<file path="config.mk">
export PLATFORM = sky130hd
export DESIGN_NAME = sst_ctrl
export DESIGN_NICKNAME = d
export VERILOG_FILES = /design/src/sst_pkg.sv /design/src/sst_ctrl.sv
export SDC_FILE = /design/constraint.sdc
export NUM_CORES = 1
export LEC_CHECK = 0
export BUFFER_PORTS_ARGS = -buffer_cell sky130_fd_sc_hd__buf_2
export CORE_AREA = 4 4 41 43
export DETAILED_ROUTE_END_ITERATION = 10
export DIE_AREA = 0 0 45 47
export PLACE_DENSITY = 0.64
export SLEW_MARGIN = 20
export SYNTH_ARGS = -nofsm -noshare
export SYNTH_HDL_FRONTEND = slang
export SYNTH_SLANG_ARGS = --single-unit
export TNS_END_PERCENT = 50
</file>
<file path="constraint.sdc">
create_clock -name clk_i -period 5.8 [get_ports clk_i]
set_clock_uncertainty 0.1 [all_clocks]
set_input_delay 1.16 -clock clk_i [delete_from_list [all_inputs] [get_ports clk_i]]
set_output_delay 1.16 -clock clk_i [all_outputs]
set_load 0.005 [all_outputs]
</file>
<file path="src/sst_pkg.sv">
// Package for the sparse triple transpose block.
// Holds the controller/datapath command and status types; no dependencies.
`default_nettype none
package sst_pkg;

  typedef enum logic [5:0] {
    ST_LOAD  = 6'b000001,
    ST_CLEAR = 6'b000010,
    ST_COUNT = 6'b000100,
    ST_PREF  = 6'b001000,
    ST_SCAT  = 6'b010000,
    ST_EMIT  = 6'b100000
  } state_e;

  localparam logic CFG_ROW_COUNT = 1'b0;
  localparam logic CFG_COL_COUNT = 1'b1;

  typedef struct packed {
    logic load;
    logic clear;
    logic count;
    logic pref;
    logic scat;
    logic emit;
    logic emit_step;
    logic run_done;
  } sst_cmd_t;

  typedef struct packed {
    logic total_zero;
    logic sweep_done;
    logic item_done;
    logic emit_last;
  } sst_status_t;

endpackage
`default_nettype wire

</file>
<file path="src/sst_ctrl.sv">
// Controller state machine of the sparse triple transpose block.
// Depends on sst_pkg.
`default_nettype none
module sst_ctrl
  import sst_pkg::*;
(
  input  wire logic        clk_i,
  input  wire logic        rst_ni,
  input  wire logic        in_fire_i,
  input  wire logic        in_last_i,
  input  wire logic        out_free_i,
  input  sst_status_t      status_i,
  output sst_cmd_t         cmd_o,
  output logic             in_ready_o
);
  state_e state_q, state_d;

  always_ff @(posedge clk_i or negedge rst_ni) begin
    if (!rst_ni) state_q <= ST_LOAD;
    else state_q <= state_d;
  end

  always_comb begin
    state_d = state_q;
    cmd_o = '0;
    in_ready_o = 1'b0;
    unique case (state_q)
      ST_LOAD: begin
        in_ready_o = 1'b1;
        cmd_o.load = in_fire_i;
        if (in_fire_i && in_last_i) state_d = ST_CLEAR;
      end
      ST_CLEAR: begin
        cmd_o.clear = 1'b1;
        if (status_i.sweep_done) state_d = ST_COUNT;
      end
      ST_COUNT: begin
        cmd_o.count = 1'b1;
        if (status_i.total_zero) begin
          cmd_o.run_done = 1'b1;
          state_d = ST_LOAD;
        end else if (status_i.item_done) state_d = ST_PREF;
      end
      ST_PREF: begin
        cmd_o.pref = 1'b1;
        if (status_i.sweep_done) state_d = ST_SCAT;
      end
      ST_SCAT: begin
        cmd_o.scat = 1'b1;
        if (status_i.item_done) state_d = ST_EMIT;
      end
      ST_EMIT: begin
        cmd_o.emit = 1'b1;
        if (out_free_i) begin
          cmd_o.emit_step = 1'b1;
          if (status_i.emit_last) begin
            cmd_o.run_done = 1'b1;
            state_d = ST_LOAD;
          end
        end
      end
      default: state_d = ST_LOAD;
    endcase
  end

  assert property (@(posedge clk_i) disable iff (!rst_ni)
    in_ready_o |-> state_q == ST_LOAD) else $error("ready outside load");
  assert property (@(posedge clk_i) disable iff (!rst_ni)
    cmd_o.emit_step |-> cmd_o.emit) else $error("emit step outside emit");
  assert property (@(posedge clk_i) disable iff (!rst_ni)
    cmd_o.run_done |=> state_q == ST_LOAD) else $error("run end not back to load");
endmodule
`default_nettype wire

</file>
==> metrics.cfg <==
[worst_setup_path]
critPathTopFamily = simple AND/OR/NAND/NOR gates
cp_max_fo = 6
crit_path_cell_trace = or4_4 -> or3b_2 -> inv_1 -> buf_2
criticalPathCategory = flop to primary output
reg2reg_slack_ps = 3360
slowest_delay_ps = 570
crit_buf_inv = 2
required_ps = 4540
reg2reg_depth = 5
critPathCaptureType = primary output
r2r-start = state_q[1]$_DFFE_PN0P_
crit_arrival_ps = 1930
startpoint_type = flop
slowest_stage = or4_4
rr_endpoint = state_q[1]$_DFFE_PN0P_

[route]
ant_nets = 0
dr_total_vias = 379
vias_per_cell = 5.12
first_iter_violations = 3
post-route-drc-count = 0
routed_wl_um = 992
wl_per_cell_um = 13.4
drtPass1Iterations = 2

[sta]
final-max-slew-violation-count = 0
rsz0062_at_grt = false
finalWorstSetupSlack_ps = 2610
worstMarginPinSlew_ps = 402
setup_viol = 0
report.final.hold_viol_count = 0
max_freq_mhz = 313
relSlewSlack_pct = 73.0
timing.final.crit_share_pct = 55.0
finalSetupTns_ps = 0
period_minus_slack_ps = 3190

[cts]
cts_setup_buffers = 0
clk_latency_ps = 250
cts.repair.resized = 0
cts_sinks = 6
cts_tree = built
htree_num_levels = 1
clkTransAtPathRegs_ps = 50
ctsLongestPathBuffers = 2
clockRootBuffer = clkbuf_4
cts_hold_buf = 0
numCtsBuffers = 3

[yosys]
synth_area_um2 = 417
synthCells = 38
avgSynthCellArea_um2 = 11.0
ys_seq_area_share_pct = 36.3
ys_warn_count = 0
ys_ff_latch = 6
synth_cell_types = 26
synth_fp_nets = 47

[finish]
num-fill-cells = 143
register_area_um2 = 151
largest_reg_flops = 6
multi_input_area_um2 = 262
drive_gt1_share_pct = 49.2
regMostFlops = state_q
antenna_cells = 0
final_cell_mix = buf_2, dfrtp_1, nor3b_1, nand2_1, clkbuf_4
layout_commonest_cell = buf_2
top_regs = state_q x6
final_util_pct = 42.0
syn_to_final_growth_pct = 31.2
fin_nets = 69

[global_route]
antenna_found_initial = 0
grt_pass1_vias = 381
grt_pass1_wl_um = 1700
grtUsageTotal_pct = 11.7
grt_max_degree = 7
globalRouteOverflowTotal = 0

[job]
cap_violations = 0

[place]
dp_slack_ps = 2870
gp_congestion = 0.749
dp_hpwl_um = 796
portBuffers = 17

[hold_path]
holdPathEnd = state_q[4]$_DFFE_PN0P_
whs_path_depth = 2
min-delay-start = state_q[2]$_DFFE_PN0P_
hold_path.class = flop to flop

[power_and_ir_drop]
power.leakage_uw = 0.000279
vdd_drop_max_uv = 226
power_density_nw_per_um2 = 366

[floorplan]
die_w_um = 45
fp.dieH_um = 47
ios = 18
core-area_um2 = 1300
rows = 13
dieArea_um2 = 2120
initial_core_util_pct = 32.0

[run_status]
status = finished clean

-- power breakdown --
part	internal, µW	leakage [µW]	total (µW)	switching, µW
clock	26.1	0.0000150	42.1	16.0
combinational	51.8	0.000186	92.7	40.9
sequential	53.2	0.0000784	65.2	11.9
total	131	0.000279	200	68.9
-- through the flow --
step / hold slack [ps] / instance area (µm²) / power, µW / std cells
4_1_cts: 555 / 547 / 204 / 74
2_1_floorplan: 492 / 417 / 132 / 38
6_report: 551 / 547 / 200 / 74
5_1_grt: 609 / 547 / 220 / 74
3_3_place_gp: 539 / 520 / 159 / 70
3_5_place_dp: 564 / 520 / 159 / 70
-- tightest hold or removal path, delay by kind of cell (launching register included) --
kind | cells | cell delay (ps)
AOI/OAI and AO/OA | 1 | 70
DFF | 1 | 390
and+or+nand+nor | 1 | 160
-- logic make-up (layout without fill, tap and decap cells) --
| group | count (synthesis) | in the layout | share of synthesized area, % |
|---|---|---|---|
| flip-flops | 6 | 6 | 36.3 |
| XOR/XNOR | 1 | 1 | 2.10 |
| AND/OR/NAND/NOR | 20 | 20 | 37.5 |
| buffers and inverters | 1 | 22 | 0.900 |
| AO/OA/AOI/OAI | 9 | 9 | 19.5 |
| multiplexers | 1 | 1 | 3.60 |
-- synthesized netlist by cell type --
cell,instances,area share [%]
o21ai_1,1,1.2
or4_4,1,2.7
o22ai_1,1,1.5
nor4_1,1,1.5
o21ai_0,1,1.2
o221ai_4,1,6.3
nand2_1,3,2.7
a32o_1,1,2.4
or4_1,2,3.6
nor3b_2,2,6.0
nor2b_4,1,3.3
or3b_2,1,2.1
mux2_4,1,3.6
dfrtp_1,5,30
a21o_1,1,1.8
nand2b_1,2,3.0
xor2_1,1,2.1
or4b_4,1,3.3
and2_1,2,3.0
a22o_1,1,2.1
a21oi_1,1,1.2
dfstp_2,1,6.3
nor2_1,1,0.90
a211oi_1,1,1.8
inv_1,1,0.90
nor3b_1,3,5.4
-- worst max path at each step --
stage	from	endpoint	slack, ps	cells after the start
after detailed placement	state_q[1]$_DFFE_PN0P_	cmd_o[4]	2870	4
after global routing	state_q[5]$_DFFE_PN0P_	cmd_o[7]	2500	4
after CTS	state_q[1]$_DFFE_PN0P_	cmd_o[4]	2600	4
after floorplan	state_q[1]$_DFFE_PN0P_	cmd_o[4]	3020	3
after global placement	state_q[1]$_DFFE_PN0P_	cmd_o[4]	2880	4
final	state_q[1]$_DFFE_PN0P_	cmd_o[4]	2610	4
-- layout make-up --
| type | count | area share [%] |
|---|---|---|
| tap | 15 | 3.43 |
| timing repair buffer | 17 | 15.6 |
| multi-input combinational | 31 | 47.8 |
| clock buffer | 4 | 4.81 |
| sequential | 6 | 27.7 |
| inverter | 1 | 0.686 |
-- layer usage --
metal | wire length, µm | share of wire, % | global-route usage [%] | vias to the layer above
met2 | 483 | 49 | 18.1 | 13
met1 | 428 | 43 | 13.6 | 175
met5 | 0 | 0 | 0 | -
met4 | 6 | 0.60 | 3.51 | 0
met3 | 74 | 7.5 | 7.28 | 2
li1 | - | - | - | 189
No activity file was read; power rests on OpenSTA's default activity.
